File: src/rtl/sps_pkg.sv
`default_nettype none

package sps_pkg;

    localparam int DATA_W     = 32;
    localparam int MAX_STRIDE = 4096;
    localparam int COL_W      = $clog2(MAX_STRIDE);
    localparam int STRIDE_W   = 13;
    localparam int PRIME_W    = 17;
    localparam int ROW_W      = 17;
    localparam int BLK_W      = 16;
    localparam int ADDR_W     = 5;
    localparam int IDX_W      = 3;

    // register indexes, byte address = 4 * index
    localparam logic [IDX_W-1:0] REG_MODE        = 3'd0;
    localparam logic [IDX_W-1:0] REG_MODULUS     = 3'd1;
    localparam logic [IDX_W-1:0] REG_PRIME       = 3'd2;
    localparam logic [IDX_W-1:0] REG_STRIDE      = 3'd3;
    localparam logic [IDX_W-1:0] REG_BLOCK_COUNT = 3'd4;

    localparam logic MODE_FWD = 1'b0;
    localparam logic MODE_INV = 1'b1;

    typedef struct packed {
        logic                mode;
        logic [DATA_W-1:0]   modulus;
        logic [PRIME_W-1:0]  prime;
        logic [STRIDE_W-1:0] stride;
        logic [BLK_W-1:0]    block_count;
    } cfg_t;

endpackage

`default_nettype wire

File: src/rtl/sps_mod_unit.sv
`default_nettype none

// Restoring remainder, one dividend bit per cycle.
module sps_mod_unit (
    input  wire logic                      clk,
    input  wire logic                      rst_n,
    input  wire logic                      start,
    input  wire logic [sps_pkg::DATA_W-1:0] dividend,
    input  wire logic [sps_pkg::DATA_W-1:0] divisor,
    output logic                           done,
    output logic      [sps_pkg::DATA_W-1:0] rem
);

    localparam int CNT_W = $clog2(sps_pkg::DATA_W);

    logic                          busy_reg;
    logic                          done_reg;
    logic [CNT_W-1:0]              cnt_reg;
    logic [sps_pkg::DATA_W-1:0]    rem_reg;
    logic [sps_pkg::DATA_W-1:0]    dvd_reg;
    logic [sps_pkg::DATA_W-1:0]    dsr_reg;
    logic [sps_pkg::DATA_W:0]      trial;
    logic [sps_pkg::DATA_W-1:0]    rem_next;

    always_comb
    begin
        trial = {rem_reg, dvd_reg[sps_pkg::DATA_W-1]};
        if (trial >= {1'b0, dsr_reg})
        begin
            rem_next = sps_pkg::DATA_W'(trial - {1'b0, dsr_reg});
        end
        else
        begin
            rem_next = trial[sps_pkg::DATA_W-1:0];
        end
    end

    always_ff @(posedge clk or negedge rst_n)
    begin
        if (!rst_n)
        begin
            busy_reg <= 1'b0;
            done_reg <= 1'b0;
            cnt_reg  <= '0;
        end
        else
        begin
            done_reg <= 1'b0;
            if (start)
            begin
                busy_reg <= 1'b1;
                cnt_reg  <= '0;
            end
            else if (busy_reg)
            begin
                cnt_reg <= cnt_reg + CNT_W'(1);
                if (cnt_reg == CNT_W'(sps_pkg::DATA_W - 1))
                begin
                    busy_reg <= 1'b0;
                    done_reg <= 1'b1;
                end
            end
        end
    end

    always_ff @(posedge clk)
    begin
        if (start)
        begin
            rem_reg <= '0;
            dvd_reg <= dividend;
            dsr_reg <= divisor;
        end
        else if (busy_reg)
        begin
            rem_reg <= rem_next;
            dvd_reg <= {dvd_reg[sps_pkg::DATA_W-2:0], 1'b0};
        end
    end

    assign done = done_reg;
    assign rem  = rem_reg;

endmodule

`default_nettype wire

File: config.mk
export PLATFORM = sky130hd
export DESIGN_NAME = sps_mod_unit
export DESIGN_NICKNAME = d
export VERILOG_FILES = /design/src/rtl/sps_pkg.sv /design/src/rtl/sps_mod_unit.sv
export SDC_FILE = /design/constraint.sdc
export NUM_CORES = 1
export LEC_CHECK = 0
export BUFFER_PORTS_ARGS = -buffer_cell sky130_fd_sc_hd__buf_2
export CAP_MARGIN = 10
export CORE_MARGIN = 4
export CORE_UTILIZATION = 48
export CTS_BUF_LIST = sky130_fd_sc_hd__clkbuf_4
export DETAILED_ROUTE_END_ITERATION = 10
export GPL_ROUTABILITY_DRIVEN = 0
export HOLD_SLACK_MARGIN = 0.1
export PLACE_DENSITY = 0.73
export SETUP_SLACK_MARGIN = 0.02
export SLEW_MARGIN = 5
export SYNTH_ARGS = -nofsm -noshare
export SYNTH_HDL_FRONTEND = slang
export SYNTH_SLANG_ARGS = --single-unit
File: constraint.sdc
create_clock -name clk -period 3.2 [get_ports clk]
set_input_delay 0.16 -clock clk [delete_from_list [all_inputs] [get_ports clk]]
set_output_delay 0.16 -clock clk [all_outputs]
set_load 0.05 [all_outputs]
## Yosys cells after proc, flatten, opt, wreduce, memory -nomap -nowiden

Index checks and enable logic that the tools add are counted.

- Output and inout bits: 33
- Flip-flop bits (word level): 103
- Bits of input ports: 67

- Magnitude comparators: 1
- $add $sub $neg: 2
- Reductions and logical operators: 1
- Equal/unequal tests: 1
- Muxes and demuxes: 11

Operator list:

| operator | count |
|---|---|
| $mux W32 | 3 |
| $ge A33 B32 Y1 | 1 |
| $sub A32 B32 Y32 | 1 |
| $mux W5 | 2 |
| $mux W1 | 6 |
| $add A5 B1 Y5 const B | 1 |
| $eq A5 B5 Y1 const B | 1 |
| $reduce_bool A2 Y1 | 1 |

## Depth between registers and ports, before layout

Gate-level depths: netlist (run 1).

- Depth after elaboration: 4
- Depth in mapped cells: 12
- Mapped depth without buffers: 12

## Worst setup path after synthesis (run 1)

Ideal clock, no wire load.

- Path kind: reg2reg
- Start point: register rem_reg, in the netlist rem[3]
- End point: register rem_reg, in the netlist rem[22]
- Arrival time: 2.788 ns
- Path buffers: 1
- Library setup time: 0.120 ns
- Cell stages (with the launch flop): 11
- Path slack: 0.292 ns
- Cells stage by stage: dfxtp_1 > ha_1 > a21o_1 > a211oi_1 > a211o_1 > a21bo_1 > a211o_1 > a21o_1 > clkbuf_1 > a21oi_1 > a211o_1

- Word-level cells in the longest chain between the ends: 2
- Elaborated cells on any way between the ends: 3
- Classes of those cells: add/sub (1); order compare (1); mux (1)

RTL lines:

| element | RTL line | source |
|---|---|---|
| start: declaration | sps_mod_unit.sv:19 | `logic [sps_pkg::DATA_W-1:0] rem_reg;` |
| start signal: assignment | sps_mod_unit.sv:76 | `rem_reg <= rem_next;` |
| $sub A32 B32 Y32 or $ge A33 B32 Y1 (tied branches) | sps_mod_unit.sv:30, sps_mod_unit.sv:28 |  |
| $mux W32 (*) | sps_mod_unit.sv:28 | `if (trial >= {1'b0, dsr_reg})` |

Mark *: on every way between the ends. The rest lies on a longest branch, timed or not.
A chain may end at the register's enable or synchronous reset.

## Worst setup path in the final report (run 1)

- Start point: register dvd_reg[31] in the netlist's numbering
- End point: register rem_reg, in the netlist rem[22]

- Word-level cells in the longest chain between the ends: 2
- Elaborated cells on any way between the ends: 3
- Classes of those cells: add/sub (1); order compare (1); mux (1)

RTL lines:

| element | RTL line | source |
|---|---|---|
| start: declaration | sps_mod_unit.sv:20 | `logic [sps_pkg::DATA_W-1:0] dvd_reg;` |
| start signal: assignment | sps_mod_unit.sv:71 | `dvd_reg <= dividend;` |
| start signal: assignment | sps_mod_unit.sv:77 | `dvd_reg <= {dvd_reg[sps_pkg::DATA_W-2:0], 1'b0};` |
| $sub A32 B32 Y32 or $ge A33 B32 Y1 (tied branches) | sps_mod_unit.sv:30, sps_mod_unit.sv:28 |  |
| $mux W32 (*) | sps_mod_unit.sv:28 |  |

Marked as above.

==> results of run 1 <==
## stage by stage
stage	util	cell area (µm²)	power (µW)	worst slack, ps	hold slack (ps)
after floorplan	-	5980	4210	292	-136
after global placement	0.554	6710	4880	211	-0.122
after detailed placement	0.554	6710	4930	117	7.47
after CTS	0.619	7500	5660	40.7	112
after global routing	0.622	7530	6080	31.8	158
final	0.622	7530	5690	248	143
## logic make-up after synthesis
logic type                 count (synthesis)
adders and majority gates                 35
buffers and inverters                     71
xor gates and xnor gates                  22
DFF                                      103
AOI/OAI and AO/OA                        169
and+or+nand+nor                          163
muxes                                     34
## worst max-delay path by stage
stage                            from  endpoint  slack [ps]  cells after the start
after floorplan                rem[3]   rem[22]         290                     10
after global placement    dvd_reg[31]   rem[28]         210                     12
after detailed placement  dvd_reg[31]   rem[28]         120                     12
after CTS                 dvd_reg[31]   rem[28]          40                     12
after global routing       dsr_reg[6]    rem[4]          30                     11
final                     dvd_reg[31]   rem[22]         250                     12
## layout make-up
| cell class | count | area share |
|---|---|---|
| Inverter | 41 | 0.0204 |
| Timing Repair Buffer | 183 | 0.172 |
| Sequential cell | 103 | 0.364 |
| Multi-Input combinational cell | 423 | 0.399 |
| Clock inverter | 7 | 0.00814 |
| Clock buffer | 9 | 0.00897 |
| Tap cell | 168 | 0.0279 |
## synthesized netlist by cell type (all sizes together), types with 2 or more instances
library cell	number	area share
edfxtp	64	0.32
nor2	49	0.031
inv	41	0.026
a21oi	37	0.032
ha	34	0.071
o21ai	34	0.028
dfxtp	32	0.11
mux2	31	0.058
nand2	29	0.018
nand3	26	0.022
clkbuf	24	0.015
a311oi	21	0.031
a21o	15	0.019
xnor2	14	0.021
o211ai	10	0.013
and3	9	0.0094
nand4	9	0.0094
nor3	9	0.0075
or3	9	0.0094
nand2b	8	0.0084
xor2	8	0.012
a211oi	7	0.0088
dfrtp	7	0.029
o21a	7	0.0088
buf	6	0.0044
o31ai	6	0.0075
nor2b	4	0.0042
nor4	4	0.0042
o21bai	4	0.0050
a211o	3	0.0044
mux2i	3	0.0050
o2111ai	3	0.0044
a221o	2	0.0033
a22oi	2	0.0025
a41o	2	0.0033
a41oi	2	0.0029
and2	2	0.0021
## power breakdown
part / internal (µW) / leakage, µW / switching [µW]
combinational: 1160 / 0.00220 / 1990
clock: 177 / 0.0000724 / 479
sequential: 1670 / 0.00101 / 214
## critical path: stages (launching register included)
cell      delay, ps
edfxtp_1        420
inv_1            70
ha_1            160
inv_1            60
fa_2            350
a21o_1          220
a221o_1         330
a41oi_2         260
nand2b_1        120
a21oi_2         220
nor3_1           80
a311o_1         290
a211o_1         290
## routing by layer
metal / vias to the layer above / global-route usage / wire length, µm
met5: - / 0 / 0
met4: 0 / 0.0651 / 196
met3: 20 / 0.0523 / 981
met2: 183 / 0.374 / 7530
met1: 2522 / 0.269 / 6380
li1: 2573 / - / -
## timing repair
action | in CTS | in global routing
hold buffers | 66 | 0
setup endpoints to repair | 0 | 9
buffers inserted | 0 | 1
resized for setup | 0 | 6
hold endpoints to repair | 71 | 0
==> qor.txt, run 1 <==
Net Count, Synth - 699
YS warnings - 0
sequential cell area - 2740 µm²
min-delay src - start
status - finished clean
Post-Layout Cell Count - 934
IO Count - 100
DR vias/cell - 5.67
First-pass DRT Iterations - 5
pwr/cell area - 756 nW/µm²
Mapped Area - 5980 µm²
DIE HEIGHT - 120 µm
# fillers - 1049
GRT Total Usage - 0.216
synthesized flop and latch total - 103
clock sink count - 103
nets@finish - 863
layout cells sized above 1 - 0.222
IR drop worst, VDD - 406 µV
skew final - 26.9 ps
final number of setup-violating endpoints - 0
Worst setup SP type - flop
number of synthesized flops with an enable pin - 64
commonest non-fill, non-tap cell in the layout - buf_2
post-DP HPWL - 10400 µm
ANT cells - 0
RSZ-0062 raised after global routing - no
RR Startpoint - dvd_reg[31]
Slew Limit Fails - 0
core area - 12100 µm²
syn avg cell area - 10.0 µm²
worst min path class - input pin to flop
drt drc - 0
worst hold path cell count - 2
most frequent cells in the layout - buf_2 (98), dlygate4sd3_1 (66), edfxtp_1 (64)
crit end category - flop
LEAKAGE - 0.00328 µW
DIE WIDTH - 120 µm
# H-tree levels - 3
Syn Inst Count - 597
DR iter-0 viols - 424
Max Clock Freq - 0.339 GHz
slew margin rel. - 0.438
post-synthesis adder-cell area fraction - 0.0745
buffers added on ports - 99
Final Hold Vio Count - 0
grt total ovfl - 0
routed vias - 5298
Worst-Margin Slew - 840 ps
Root Buffer - clkbuf_4
fin crit share - 0.923
Hold Path Sink - cnt_reg[4]
starting density of the core - 0.494
Worst-path clk slew - 180 ps
multi-input logic area - 3000 µm²
largest family of logic cells by synthesized area - compound AO/OA/AOI/OAI gates
Worst R2R Path Depth - 12
wire length per cell - 16.2 µm
post-synthesis xor/xnor area fraction - 0.0322
Async SR Flop Fraction - 0.0680
largest net degree at the start of global routing - 47
CP Max Fanout - 3
simple-gate area share of the yosys netlist - 0.132
Max Cap Viol - 0
RR Endpoint - rem[22]
Synth Area in Compound Gates - 0.195
ys flop type - edfxtp_1
TritonCTS buffer count - 9
setup TNS - 0 ps
Post-DRT Antenna Nets - 0
die area - 14300 µm²
proportion of synthesized area in mux cells - 0.0634
row cnt - 40
Max Buffers Root-to-Sink - 2
initial antenna violation count - 0
CTS tree - built
dpl cells - 851
Yosys cell types - 59
min Tclk post-route - 2950 ps
sequential element share of the synthesized area - 0.458
Worst Path Required - 3600 ps
vias in the first global route - 5279
Detailed Route WL - 15100 µm
Syn-to-layout area delta - 25.9%
R2R setup slack - 250 ps
Skew-Pair Late Insertion Delay - 500 ps
first-pass GRT wire length - 25500 µm
Setup Crit Path Kind - flop to flop
CP Data Arrival Time - 3350 ps
Note: power is estimated with default switching activity, not from simulation.
==> run 2, diff against run 1 <==
==> constraint.sdc (replaced) <==
create_clock -name clk -period 3.2 [get_ports clk]
set_input_delay 0.16 -clock clk [delete_from_list [all_inputs] [get_ports clk]]
set_output_delay 0.16 -clock clk [all_outputs]
set_load 0.1 [all_outputs]
==> qor.txt, run 2 (synthesis results as in run 1) <==
most frequent cells in the layout - buf_2 (98), dlygate4sd3_1 (67), edfxtp_1 (64) (was buf_2 (98), dlygate4sd3_1 (66), edfxtp_1 (64))
clock sink count - 103 (unchanged)
IR drop worst, VDD - 359 µV (was 406 µV)
skew final - 21.6 ps (was 26.9 ps)
vias in the first global route - 5322 (was 5279)
grt total ovfl - 0 (unchanged)
DR iter-0 viols - 399 (was 424)
Worst-Margin Slew - 899 ps (was 840 ps)
initial antenna violation count - 0 (unchanged)
RSZ-0062 raised after global routing - yes (was no)
R2R setup slack - 220 ps (was 250 ps)
Root Buffer - clkbuf_4 (unchanged)
# H-tree levels - 3 (unchanged)
Syn-to-layout area delta - 25.9% (unchanged)
TritonCTS buffer count - 9 (unchanged)
routed vias - 5231 (was 5298)
Max Cap Viol - 0 (unchanged)
CP Max Fanout - 3 (unchanged)
Detailed Route WL - 15000 µm (was 15100 µm)
Worst setup SP type - flop (unchanged)
Final Hold Vio Count - 0 (unchanged)
Max Buffers Root-to-Sink - 2 (unchanged)
# fillers - 1017 (was 1049)
Setup Crit Path Kind - flop to flop (unchanged)
layout cells sized above 1 - 0.227 (was 0.222)
RR Startpoint - dvd_reg[31] (unchanged)
fin crit share - 0.932 (was 0.923)
nets@finish - 858 (was 863)
crit end category - flop (unchanged)
RR Endpoint - rem[14] (was rem[22])
Worst-path clk slew - 180 ps (about the same)
die area - 14300 µm² (unchanged)
final setup margin - 216 ps (was 248 ps)
postcts setup bufs - 0 (unchanged)
Post-DRT Antenna Nets - 0 (unchanged)
LEAKAGE - 0.00327 µW (was 0.00328 µW)
DR vias/cell - 5.63 (was 5.67)
min-delay src - divisor[27] (was start)
First-pass DRT Iterations - 5 (unchanged)
GRT Total Usage - 0.216 (about the same)
status - finished clean (unchanged)
worst min path class - input pin to flop (unchanged)
Hold Path Sink - dsr_reg[27] (was cnt_reg[4])
commonest non-fill, non-tap cell in the layout - buf_2 (unchanged)
DIE HEIGHT - 120 µm (unchanged)
Max Clock Freq - 0.335 GHz (was 0.339 GHz)
row cnt - 40 (unchanged)
largest net degree at the start of global routing - 68 (was 47)
CTS tree - built (unchanged)
Slew Limit Fails - 0 (unchanged)
post-DP HPWL - 10200 µm (was 10400 µm)
final number of setup-violating endpoints - 0 (unchanged)
buffers added on ports - 99 (unchanged)
ANT cells - 0 (unchanged)
IO Count - 100 (unchanged)
Skew-Pair Late Insertion Delay - 500 ps (about the same)
min Tclk post-route - 2980 ps (was 2950 ps)
core area - 12100 µm² (unchanged)
CP Data Arrival Time - 3350 ps (about the same)
Worst R2R Path Depth - 12 (unchanged)
Setup Slack @ Placement - 91.0 ps (was 117 ps)
pwr/cell area - 844 nW/µm² (was 756 nW/µm²)
wire length per cell - 16.1 µm (was 16.2 µm)
Worst Path Required - 3570 ps (was 3600 ps)
starting density of the core - 0.494 (unchanged)
first-pass GRT wire length - 25500 µm (about the same)
slew margin rel. - 0.399 (was 0.438)
drt drc - 0 (unchanged)
setup TNS - 0 ps (unchanged)
DIE WIDTH - 120 µm (unchanged)
worst hold path cell count - 2 (unchanged)
[run 2: cell count changes in the layout (fill, tap and decap cells not counted), sizes merged]
| cell | delta |
|---|---|
| buf | -6 |
| dlygate4sd3 | +1 |
[run 2: critical path, cell delays in order, from the launching register on]
cell and delay, ps:
edfxtp_1 420, inv_1 70, ha_1 150, inv_1 50
fa_2 350, a21o_1 210, a221oi_1 390, o21ai_0 230
a22o_1 230, or3_1 300, a21oi_1 180, xor2_1 160
o211ai_1 90
[run 2: timing repair]
action                                  4_1_cts  5_1_grt
hold endpoints to repair                     91        0
hold buffers                                 67        0
endpoints found under the setup margin        0        6
resized for setup                             0        4
[run 2: worst max path at each step]
stage                startpoint  cells past startpoint      end
finish              dvd_reg[31]                     12  rem[14]
global route        dvd_reg[31]                     12  rem[14]
CTS                 dvd_reg[31]                     12  rem[28]
detailed placement  dvd_reg[31]                     12  rem[28]
global placement    dvd_reg[31]                     12  rem[22]
floorplan                rem[9]                      9  rem[13]
[run 2: area by class of cell]
cell class	count	area, µm²	area share
sequential	103	2750	0.365
clock inverter	7	81.3	0.0108
multi-input combinational	423	3000	0.398
timing repair buffer	178	1270	0.169
clock buffer	9	67.6	0.00897
inverter	41	154	0.0204
tap	168	210	0.0279
[run 2: through the flow]
stage / total power (µW) / instance area [µm²] / utilization / std cells / hold WS, ps
after floorplan: 4860 / 5990 / - / 597 / -136
after global routing: 6780 / 7530 / 0.622 / 929 / 307
after global placement: 5520 / 6690 / 0.552 / 846 / -2.51
final: 6360 / 7530 / 0.622 / 929 / 345
after CTS: 6340 / 7510 / 0.620 / 929 / 306
after detailed placement: 5570 / 6690 / 0.552 / 846 / 5.52
[run 2: power by group]
part | internal (µW) | switching [µW] | total, µW
registers | 1680 | 216 | 1890
clock network | 190 | 503 | 694
logic | 1150 | 2620 | 3770
[run 2: layer usage]
metal  routed length, µm  GRT usage
met5                   0          0
met4                 395     0.0809
met3                1080     0.0697
met2                7320      0.360
met1                6150      0.261
