`src/rtl/sps_pkg.sv`:
```
`default_nettype none

package sps_pkg;

    localparam int DATA_W     = 32;
    localparam int MAX_STRIDE = 4096;
    localparam int COL_W      = $clog2(MAX_STRIDE);
    localparam int STRIDE_W   = 13;
    localparam int PRIME_W    = 17;
    localparam int ROW_W      = 17;
    localparam int BLK_W      = 16;
    localparam int ADDR_W     = 5;
    localparam int IDX_W      = 3;

    // register indexes, byte address = 4 * index
    localparam logic [IDX_W-1:0] REG_MODE        = 3'd0;
    localparam logic [IDX_W-1:0] REG_MODULUS     = 3'd1;
    localparam logic [IDX_W-1:0] REG_PRIME       = 3'd2;
    localparam logic [IDX_W-1:0] REG_STRIDE      = 3'd3;
    localparam logic [IDX_W-1:0] REG_BLOCK_COUNT = 3'd4;

    localparam logic MODE_FWD = 1'b0;
    localparam logic MODE_INV = 1'b1;

    typedef struct packed {
        logic                mode;
        logic [DATA_W-1:0]   modulus;
        logic [PRIME_W-1:0]  prime;
        logic [STRIDE_W-1:0] stride;
        logic [BLK_W-1:0]    block_count;
    } cfg_t;

endpackage

`default_nettype wire

```
`src/rtl/sps_cfg.sv`:
```
`default_nettype none

module sps_cfg (
    input  wire logic                         clk,
    input  wire logic                         rst_n,
    input  wire logic                         psel,
    input  wire logic                         penable,
    input  wire logic                         pwrite,
    input  wire logic [sps_pkg::ADDR_W-1:0]   paddr,
    input  wire logic [31:0]                  pwdata,
    output logic      [31:0]                  prdata,
    output logic                              pready,
    output sps_pkg::cfg_t                     cfg
);

    sps_pkg::cfg_t                 cfg_reg;
    logic [sps_pkg::IDX_W-1:0]     idx;
    logic                          wr;

    assign idx    = paddr[sps_pkg::ADDR_W-1:2];
    assign wr     = psel && penable && pwrite;
    assign pready = 1'b1;
    assign cfg    = cfg_reg;

    always_ff @(posedge clk or negedge rst_n)
    begin
        if (!rst_n)
        begin
            cfg_reg.mode        <= sps_pkg::MODE_FWD;
            cfg_reg.modulus     <= '0;
            cfg_reg.prime       <= sps_pkg::PRIME_W'(2);
            cfg_reg.stride      <= sps_pkg::STRIDE_W'(1);
            cfg_reg.block_count <= sps_pkg::BLK_W'(1);
        end
        else if (wr)
        begin
            case (idx)
                sps_pkg::REG_MODE:        cfg_reg.mode        <= pwdata[0];
                sps_pkg::REG_MODULUS:     cfg_reg.modulus     <= pwdata;
                sps_pkg::REG_PRIME:       cfg_reg.prime       <= pwdata[sps_pkg::PRIME_W-1:0];
                sps_pkg::REG_STRIDE:      cfg_reg.stride      <= pwdata[sps_pkg::STRIDE_W-1:0];
                sps_pkg::REG_BLOCK_COUNT: cfg_reg.block_count <= pwdata[sps_pkg::BLK_W-1:0];
                default: ;
            endcase
        end
    end

    always_comb
    begin
        case (idx)
            sps_pkg::REG_MODE:        prdata = 32'(cfg_reg.mode);
            sps_pkg::REG_MODULUS:     prdata = cfg_reg.modulus;
            sps_pkg::REG_PRIME:       prdata = 32'(cfg_reg.prime);
            sps_pkg::REG_STRIDE:      prdata = 32'(cfg_reg.stride);
            sps_pkg::REG_BLOCK_COUNT: prdata = 32'(cfg_reg.block_count);
            default:                  prdata = '0;
        endcase
    end

endmodule

`default_nettype wire

```
`config.mk`:
```
export PLATFORM = sky130hd
export DESIGN_NAME = sps_cfg
export DESIGN_NICKNAME = d
export VERILOG_FILES = /design/src/rtl/sps_pkg.sv /design/src/rtl/sps_cfg.sv
export SDC_FILE = /design/constraint.sdc
export NUM_CORES = 1
export LEC_CHECK = 0
export ABC_AREA = 1
export BUFFER_PORTS_ARGS = -buffer_cell sky130_fd_sc_hd__buf_2
export CAP_MARGIN = 20
export CELL_PAD_IN_SITES_DETAIL_PLACEMENT = 0
export CELL_PAD_IN_SITES_GLOBAL_PLACEMENT = 2
export CORE_MARGIN = 3
export CORE_UTILIZATION = 29
export CTS_CLUSTER_DIAMETER = 120
export DETAILED_ROUTE_END_ITERATION = 8
export GPL_ROUTABILITY_DRIVEN = 0
export PLACE_DENSITY = 0.84
export SYNTH_ARGS = -nofsm -noshare
export SYNTH_HDL_FRONTEND = slang
export SYNTH_SLANG_ARGS = --single-unit
```
`constraint.sdc`:
```
create_clock -name clk -period 2.19 [get_ports clk]
set_input_delay 0.1095 -clock clk [delete_from_list [all_inputs] [get_ports clk]]
set_output_delay 0.1095 -clock clk [all_outputs]
set_load 0.03 [all_outputs]
```
# After elaboration in Yosys (flattened, before gate mapping)
# Cells that the tools add are included.
[word_totals]
romBits = 0
input_bits = 42
mem_bits_rw = 0
regBits = 79
latch_bits = 0
memories = 0
[op_classes]
n_addsub = 0
n_mux = 1
n_bitwise = 0
div_mod_pow = 0
n_eq_ne = 4
order_cmp = 0
shift = 0
n_reduce_logical = 8
n_mul = 0
[ops]
columns = ["operator", "n"]
rows = [
  ["32-bit case mux with 5 select lines", 1],
  ["2-bit AND reduction", 5],
  ["3-bit by 2-bit == test with 1-bit output (second input constant)", 2],
  ["3-bit by 1-bit == test with 1-bit output (second input constant)", 1],
  ["3-bit == test (second input constant)", 1],
  ["3-bit zero test", 1],
  ["1-bit logical AND", 2],
]

# Depth between registers and ports, before layout
# Gate-level depths: netlist of run 1.
[logic_depth]
word_depth = 3
depth_mapped = 7
ltp_nobuf = 5

# Worst setup path before layout of run 1
# Ideal clock, no wire load.
[synth_path]
path_type = "input port to output port"
from = "input paddr[3] in the netlist's numbering"
to = "output prdata[14]"
n_path_buf = 2
slack_ns = 0.864
arrival_ns = 1.217
path_stages = 5
cell_sequence = "buf_6 nor2_4 nand2_4 clkbuf_2 o211ai_1"
[synth_between]
elab_chain_cells = 2
[synth_lines]
columns = ["element", "line", "rtl"]
rows = [
  ["start, declared", "sps_cfg.sv:9", "input wire logic [sps_pkg::ADDR_W-1:0] paddr,"],
  ["3-bit == test, or another cell as far along", "sps_cfg.sv:50", "case (idx)"],
  ["32-bit case mux with 5 select lines (*)", "sps_cfg.sv:50", ""],
  ["end, declared", "sps_cfg.sv:11", "output logic [31:0] prdata,"],
]
# Mark *: on every way between the ends. The rest lies on a longest branch, timed or not.

# Worst setup path after layout of run 1
[layout_path]
from = "input paddr[3] in the netlist's numbering"
to = "output prdata[13]"
# Same word-level chain as after synthesis.

==> metrics.md, run 1 <==
| Metric | Value |
|---|---|
| Pwr Density | `986.2 mW/mm²` |
| Vias in the first global route | `3627` |
| Pre-antenna DRT Iters | `4` |
| Tot Pwr | `0.005121 W` |
| Clock power share | `30.2%` |
| Largest net degree at the start of global routing | `47` |
| CP Capture Type | `output pin` |
| Final worst path period share | `79.67%` |
| Hold_ws | `0.01713 ns` |
| Mapped Cells | `462` |
| Crit Path Class | `input port to output pin` |
| # IOs | `154` |
| Post-DR wirelength/cell | `16.51 µm` |
| Worst EP arrival | `1.64 ns` |
| Filler-free cell count of the finished design | `798` |
| Worst Skew | `0 ns` |
| DRC violations left | `0` |
| Internal Power | `0.003105 W` |
| Final instance area | `0.005192 mm²` |
| Critical path's slowest cell | `buf_2` |
| Synth warn | `0` |
| CTS resizes | `0` |
| Max_cap viols | `0` |
| Grt met3 use | `5.268%` |
| Die height | `120.9 µm` |
| Buffers added on ports | `150` |
| CP Launch Type | `input port` |
| Vias | `3776` |
| Sequential share of power | `38.4%` |
| CTS HTree Levels | `3` |
| Row cnt | `41` |
| Hold bufs inserted after CTS | `19` |
| Clock sinks | `79` |
| Clock buffer depth | `2` |
| DRT Wirelength | `13170 µm` |
| Reg clk slew, reported paths | `0.06 ns` |
| DP Area | `0.004693 mm²` |
| Initial drt markers | `253` |
| GR peak layer | `met2` |
| Status | `complete, no violations` |
| CTS tree | `yes` |
| Crit-path cells | `buf_2 > nand2_1 > nor2_4 > nand2_1 > o211ai_1 > buf_2` |
| Seq cells post-synth | `79` |
| Worst reg-to-reg setup slack | `1.43 ns` |
| Cell family with most CP delay | `simple AND/OR/NAND/NOR gates` |
| Core area | `0.01277 mm²` |
| Post-CTS Setup Inserts | `0` |
| Layout cells sized above 1 | `30.72%` |
| Fin. Hold Viols | `0` |
| Worst-margin pin slew | `0.5318 ns` |
| Total GRT Usage | `18.10%` |
| Post-Place Cells | `762` |
| Yosys cell types | `26` |
| Hold Path Depth | `3` |
| HP Class | `input port to register` |
| Relative slew slack | `64.55%` |
| Fin. max-slew vios | `0` |
| Post-route setup TNS | `0 ns` |
| GR Util met2 | `28.90%` |
| First-pass GRT wire length | `20400 µm` |
| # nets final | `662` |
| Drt via density | `4.732` |
| Syn avg cell area | `8.290 µm²` |
| Unrepaired setup endpoints after global routing | `no` |
| Levels on crit path | `6` |
| M1 GR Usage | `23.88%` |
| Net Count, Synth | `504` |
| Final setup violating endpoints | `0` |
| Worst vdd ir | `0.3703 mV` |
| DP HPWL | `8766 µm` |
| Minimum clock period | `1.745 ns` |
| Lkg Pwr | `2.799 nW` |
| Antenna viol nets, final | `0` |
| Switching Fraction | `39.37%` |
| GRT overflow | `0` |
| Die area | `0.01462 mm²` |
| Logic gate share of total power | `31.3%` |
| Initial Util | `29.98%` |
| P_sw | `0.002016 W` |
| Die Wd | `120.9 µm` |
| Worst-Skew Late Latency | `0.32 ns` |
| Buffers & Inverters on Critical Path | `2` |
| Fmax | `573.1 MHz` |
| Max FFs per register | `79` |
| Critical Path RT | `2.08 ns` |
| Area Growth Syn to Fin | `35.58%` |
| Total CTS buffers | `9` |
| CTS root buf | `clkbuf_16` |
| Sequential element share of the synthesized area | `51.72%` |
| R2r worst-path depth | `2` |
| Initial antenna violation count | `1` |
| Cell area after synthesis | `0.003830 mm²` |
| Max FO, Critical Path | `18` |
| # fillers | `1356` |
| Crit path largest cell delay | `0.43 ns` |
-- final cells by class --
class | count | area (µm²) | area share, %
Sequential cell | 79 | 1981 | 38.14
Multi-Input combinational cell | 327 | 1564 | 30.12
Clock inverter | 6 | 67.56 | 1.301
Antenna cell | 1 | 2.502 | 0.04819
Clock buffer | 10 | 239.0 | 4.602
Inverter | 24 | 92.59 | 1.783
Tap cell | 172 | 215.2 | 4.145
Timing Repair Buffer | 179 | 1031 | 19.86
-- per-stage QoR --
step | setup slack, ns | utilization, %
after global placement | 0.4611 | 36.74
after CTS | 0.4083 | 40.63
final | 0.4452 | 40.65
after global routing | 0.2658 | 40.65
after floorplan | 0.8637 | -
after detailed placement | 0.4133 | 36.74
-- synth_stat cells --
cell type,count,area share (%)
inv_4,1,0.16
nand3b_4,1,0.52
buf_2,5,0.65
nand2_2,1,0.16
clkbuf_1,10,0.98
nand2_1,160,16
o21ai_1,9,1.2
nor2_4,4,1.2
o211ai_1,3,0.59
clkbuf_2,2,0.26
dfrtp_1,76,50
nand4_1,25,4.1
nor2_8,3,1.6
nand3_1,29,3.8
nor2_1,17,1.7
o21ai_0,70,9.1
nand3_2,1,0.26
nand3_4,1,0.46
conb_1,1,0.098
buf_1,2,0.20
buf_4,9,1.8
buf_6,4,1.2
nand2_4,1,0.29
inv_1,23,2.3
dfstp_2,3,2.1
o22ai_1,1,0.16
-- metal layers --
layer | part of all wire, % | wire length (µm) | up-vias
li1 | - | - | 1839
met1 | 44 | 5786 | 1805
met2 | 48 | 6327 | 124
met3 | 7.1 | 940 | 8
met4 | 0.90 | 119 | 0
met5 | 0 | 0 | -
-- layout by cell type (no fill, tap or decap), types with 4 or more instances in the layout --
master / count
nand4_1: 25
o21ai_0: 70
nor2_1: 17
o21ai_1: 9
dfrtp_1: 76
inv_1: 23
clkbuf_16: 9
nand2_1: 160
dlygate4sd3_1: 19
nand3_1: 29
buf_4: 10
nor2_4: 4
buf_2: 149
-- power by group through the flow --
stage | registers, W | logic, W | clock network (W)
finish | 0.00197 | 0.00160 | 0.00155
global route | 0.00201 | 0.00173 | 0.00165
CTS | 0.00197 | 0.00163 | 0.00159
detailed placement | 0.00199 | 0.00160 | 0
global placement | 0.00198 | 0.00158 | 0
floorplan | 0.00254 | 0.000456 | 0
-- logic make-up (layout without fill, tap and decap cells) --
family	Yosys count	count (layout)	synth area share, %
DFF	79	79	51.72
buffers and inverters	56	219	7.448
and+or+nand+nor	243	243	29.66
AOI/OAI and AO/OA	83	83	11.07
other	1	2	0.09791
-- tightest hold or removal path, cell delays in order --
cell,delay (ns)
buf_2,0.10
nand2_1,0.05
nand2_1,0.05
-- final timing paths --
kind                                     start             endpoint
max in group asynchronous                rst_n  cfg[22]$_DFFE_PN0P_
min                                 pwdata[14]  cfg[60]$_DFFE_PN0P_
min in group asynchronous                rst_n  cfg[34]$_DFFE_PN0P_
min reg2reg                 cfg[0]$_DFFE_PN1P_   cfg[0]$_DFFE_PN1P_
max reg2reg                cfg[30]$_DFFE_PN1P_  cfg[30]$_DFFE_PN1P_
max                                   paddr[3]           prdata[13]
Power figures use the tool's default switching activity.
==> run 2: changes to the inputs <==
--- a/config.mk
+++ b/config.mk
@@ -5,17 +5,17 @@
 export SDC_FILE = /design/constraint.sdc
 export NUM_CORES = 1
 export LEC_CHECK = 0
-export ABC_AREA = 1
+export ABC_AREA = 0
 export BUFFER_PORTS_ARGS = -buffer_cell sky130_fd_sc_hd__buf_2
 export CAP_MARGIN = 20
 export CELL_PAD_IN_SITES_DETAIL_PLACEMENT = 0
 export CELL_PAD_IN_SITES_GLOBAL_PLACEMENT = 2
 export CORE_MARGIN = 3
-export CORE_UTILIZATION = 29
+export CORE_UTILIZATION = 30
 export CTS_CLUSTER_DIAMETER = 120
 export DETAILED_ROUTE_END_ITERATION = 8
 export GPL_ROUTABILITY_DRIVEN = 0
-export PLACE_DENSITY = 0.84
+export PLACE_DENSITY = 0.78
 export SYNTH_ARGS = -nofsm -noshare
 export SYNTH_HDL_FRONTEND = slang
 export SYNTH_SLANG_ARGS = --single-unit
==> constraint.sdc (replaced) <==
create_clock -name clk -period 1.7 [get_ports clk]
set_input_delay 0.085 -clock clk [delete_from_list [all_inputs] [get_ports clk]]
set_output_delay 0.085 -clock clk [all_outputs]
set_load 0.03 [all_outputs]
==> run 2 against run 1 <==
Against the previous run: power up 22%; combinational power is 26% higher; routed wire length is 23% lower; global-route usage shrank 1.7 points.
==> metrics.md, run 2 <==
| Metric | Value |
|---|---|
| Max FO, Critical Path | `12 (-6)` |
| Most common cell after layout, fill and taps aside | `buf_2` |
| Vias | `2826 (-25%)` |
| # fillers | `1082 (-20%)` |
| Number of flops mapped to enable cells by yosys | `0 (unchanged)` |
| Logic gate share of total power | `32.2% (+0.9 points)` |
| Cell family with most CP delay | `simple AND/OR/NAND/NOR gates` |
| CTS tree | `yes` |
| Final setup violating endpoints | `0 (unchanged)` |
| DP HPWL | `7365 µm (-16%)` |
| Antenna viol nets, final | `0 (unchanged)` |
| Most frequent cells in the layout | `149 x buf_2, 77 x mux2_2, 76 x dfrtp_1` |
| DRT Wirelength | `10180 µm (-23%)` |
| CTS resizes | `0 (unchanged)` |
| Post-route setup TNS | `0 ns (unchanged)` |
| Clock sinks | `79 (unchanged)` |
| Critical Path RT | `1.62 ns (-0.46 ns)` |
| Core area | `0.01147 mm² (-10%)` |
| Mapped Cells | `248 (-46%)` |
| First-pass GRT wire length | `16380 µm (-20%)` |
| Yosys top cell area share | `53.82% (+4.2 points)` |
| Buffers added on ports | `150 (unchanged)` |
| Lkg Pwr | `2.621 nW (-6.3%)` |
| HP Class | `input port to register` |
| Initial Util | `30.81% (+0.83 points)` |
| Initial drt markers | `92 (-64%)` |
| Worst EP arrival | `1.47 ns (-0.17 ns)` |
| Max FFs per register | `79 (unchanged)` |
| Clock power share | `27.1% (-3.1 points)` |
| Net Count, Synth | `290 (-42%)` |
| CP Capture Type | `output pin` |
| Largest net degree at the start of global routing | `37 (-21%)` |
| Sequential element share of the synthesized area | `56.06% (+4.3 points)` |
| Pwr Density | `1250 mW/mm² (+27%)` |
| Syn avg cell area | `14.25 µm² (+72%)` |
| CTS root buf | `clkbuf_16` |
| Minimum clock period | `1.555 ns` |
| Crit Path Class | `input port to output pin` |
| Clock buffer depth | `2 (unchanged)` |
| Worst-Skew Late Latency | `0.33 ns (about the same)` |
| Most instantiated cells after synthesis | `77 x mux2_2, 76 x dfrtp_1, 15 x and3_1` |
| GRT overflow | `0 (unchanged)` |
| Max_cap viols | `0 (unchanged)` |
| Unrepaired setup endpoints after global routing | `no` |
| Relative slew slack | `54.97% (-9.6 points)` |
| Most Frequent Cell on Critical Path | `buf_2` |
| Die Wd | `114.5 µm (-5.3%)` |
| Drt via density | `4.889 (+3.3%)` |
| Synth warn | `0 (unchanged)` |
| Worst-margin pin slew | `0.6754 ns (+0.1436 ns)` |
| Fin. Hold Viols | `0 (unchanged)` |
| Vias in the first global route | `3012 (-17%)` |
| Cell area after synthesis | `0.003533 mm² (-7.7%)` |
| # nets final | `472 (-29%)` |
| Reg clk slew, reported paths | `0.06 ns (about the same)` |
| Top-count cell post-synth | `mux2_2` |
| Fin. max-slew vios | `0 (unchanged)` |
| Diode count | `0 (-1)` |
| Area Growth Syn to Fin | `41.29%` |
| Total CTS buffers | `9 (unchanged)` |
| Post-CTS Setup Inserts | `0 (unchanged)` |
| Fmax | `643.3 MHz` |
| Layout cells sized above 1 | `60.92% (+30 points)` |
| Worst Skew | `0 ns (unchanged)` |
| Buffers & Inverters on Critical Path | `2 (unchanged)` |
| CP Launch Type | `input port` |
| Switching Fraction | `36.61% (-2.8 points)` |
| Initial antenna violation count | `0 (-1)` |
| P_sw | `0.002284 W (+13%)` |
| Status | `complete, no violations` |
| Die area | `0.01312 mm² (-10%)` |
| Die height | `114.5 µm (-5.3%)` |
| Area leader, netlist | `dfrtp_1` |
| Row cnt | `39 (-4.9%)` |
| Total GRT Usage | `16.36% (-1.7 points)` |
| CTS HTree Levels | `3 (unchanged)` |
| DP Area | `0.004538 mm² (-3.3%)` |
| Ys flop type | `dfrtp_1` |
| Final instance area | `0.004992 mm² (-3.9%)` |
| Yosys cell types | `31 (+19%)` |
| Post-DR wirelength/cell | `17.62 µm (+6.7%)` |
| Seq cells post-synth | `79 (unchanged)` |
| FFs w/ async S/R, synth | `100.0% (unchanged)` |
| Critical path's slowest cell | `and2_1` |
| Pre-antenna DRT Iters | `4 (unchanged)` |
| Sequential share of power | `40.7% (+2.3 points)` |
| Crit path largest cell delay | `0.58 ns (+0.15 ns)` |
| Final worst path period share | `91.45%` |
| Crit-path cells | `buf_2 > nor2_1 > and2_1 > a221o_1 > buf_2` |
| DRC violations left | `0 (unchanged)` |
| Internal Power | `0.003955 W (+27%)` |
| Hold_ws | `0.02160 ns (+0.004467 ns)` |
| # IOs | `154 (unchanged)` |
| Worst vdd ir | `0.6977 mV (+88%)` |
| Ranking of synthesized cells by area | `dfrtp_1 54%, mux2_2 25%, a221o_1 3.1%` |
==> run 2: path summary, 6_finish.rpt <==
kind,startpoint,endpoint,slack [ns],depth (start not counted)
worst min register to register,cfg[66]$_DFFE_PN0P_,cfg[66]$_DFFE_PN0P_,0.51,1
min in group asynchronous,rst_n,cfg[15]$_DFFE_PN0P_,0.20,2
max in group asynchronous,rst_n,cfg[16]$_DFFE_PN1P_,0.86,3
worst max register to register,cfg[41]$_DFFE_PN0P_,cfg[41]$_DFFE_PN0P_,0.91,1
worst max-delay path,paddr[4],prdata[11],0.15,5
worst min-delay path,pwdata[1],cfg[17]$_DFFE_PN0P_,0.02,2
==> run 2: logic make-up after synthesis <==
family	Yosys count	synth area share (%)
buffers and inverters	17	2.868
other	1	0.1061
AND/OR/NAND/NOR	38	7.330
AO/OA/AOI/OAI	31	7.613
multiplexers	82	26.03
flip-flops	79	56.06
==> run 2: final cells by class <==
class,count,area [µm²],share of cell area (%)
sequential,79,1981,39.67
timing repair buffer,188,1114,22.31
multi-input combinational,152,1465,29.35
clock buffer,14,244.0,4.887
clock inverter,2,10.01,0.2005
tap,143,178.9,3.584
==> run 2: routing by layer <==
metal / up-vias / global-route usage, % / share of wire, %
met2: 109 / 27.36 / 49
met4: 0 / 5.463 / 1.5
li1: 1298 / - / -
met3: 12 / 5.391 / 8.1
met1: 1407 / 19.79 / 41
met5: - / 0 / 0
==> run 2: what timing repair did <==
item | CTS | global route
endpoints found under the setup margin | 0 | 0
hold endpoints to repair | 82 | 0
hold buffers | 20 | 0
==> run 2: stage by stage <==
step	setup WS [ns]	std cells	power, W	util [%]
2_1_floorplan	0.2788	248	0.003862	-
3_3_place_gp	0.1624	542	0.004539	39.57
3_5_place_dp	0.1240	542	0.004572	39.57
4_1_cts	0.1193	578	0.006347	43.54
5_1_grt	0.06524	578	0.006598	43.54
6_report	0.1454	578	0.006239	43.54
==> run 2: power by group through the flow <==
stage	logic [W]	clock network (W)	registers, W
floorplan	0.000590	0	0.00327
global placement	0.00198	0	0.00256
detailed placement	0.00200	0	0.00257
CTS	0.00204	0.00176	0.00255
global route	0.00215	0.00185	0.00260
finish	0.00201	0.00169	0.00254
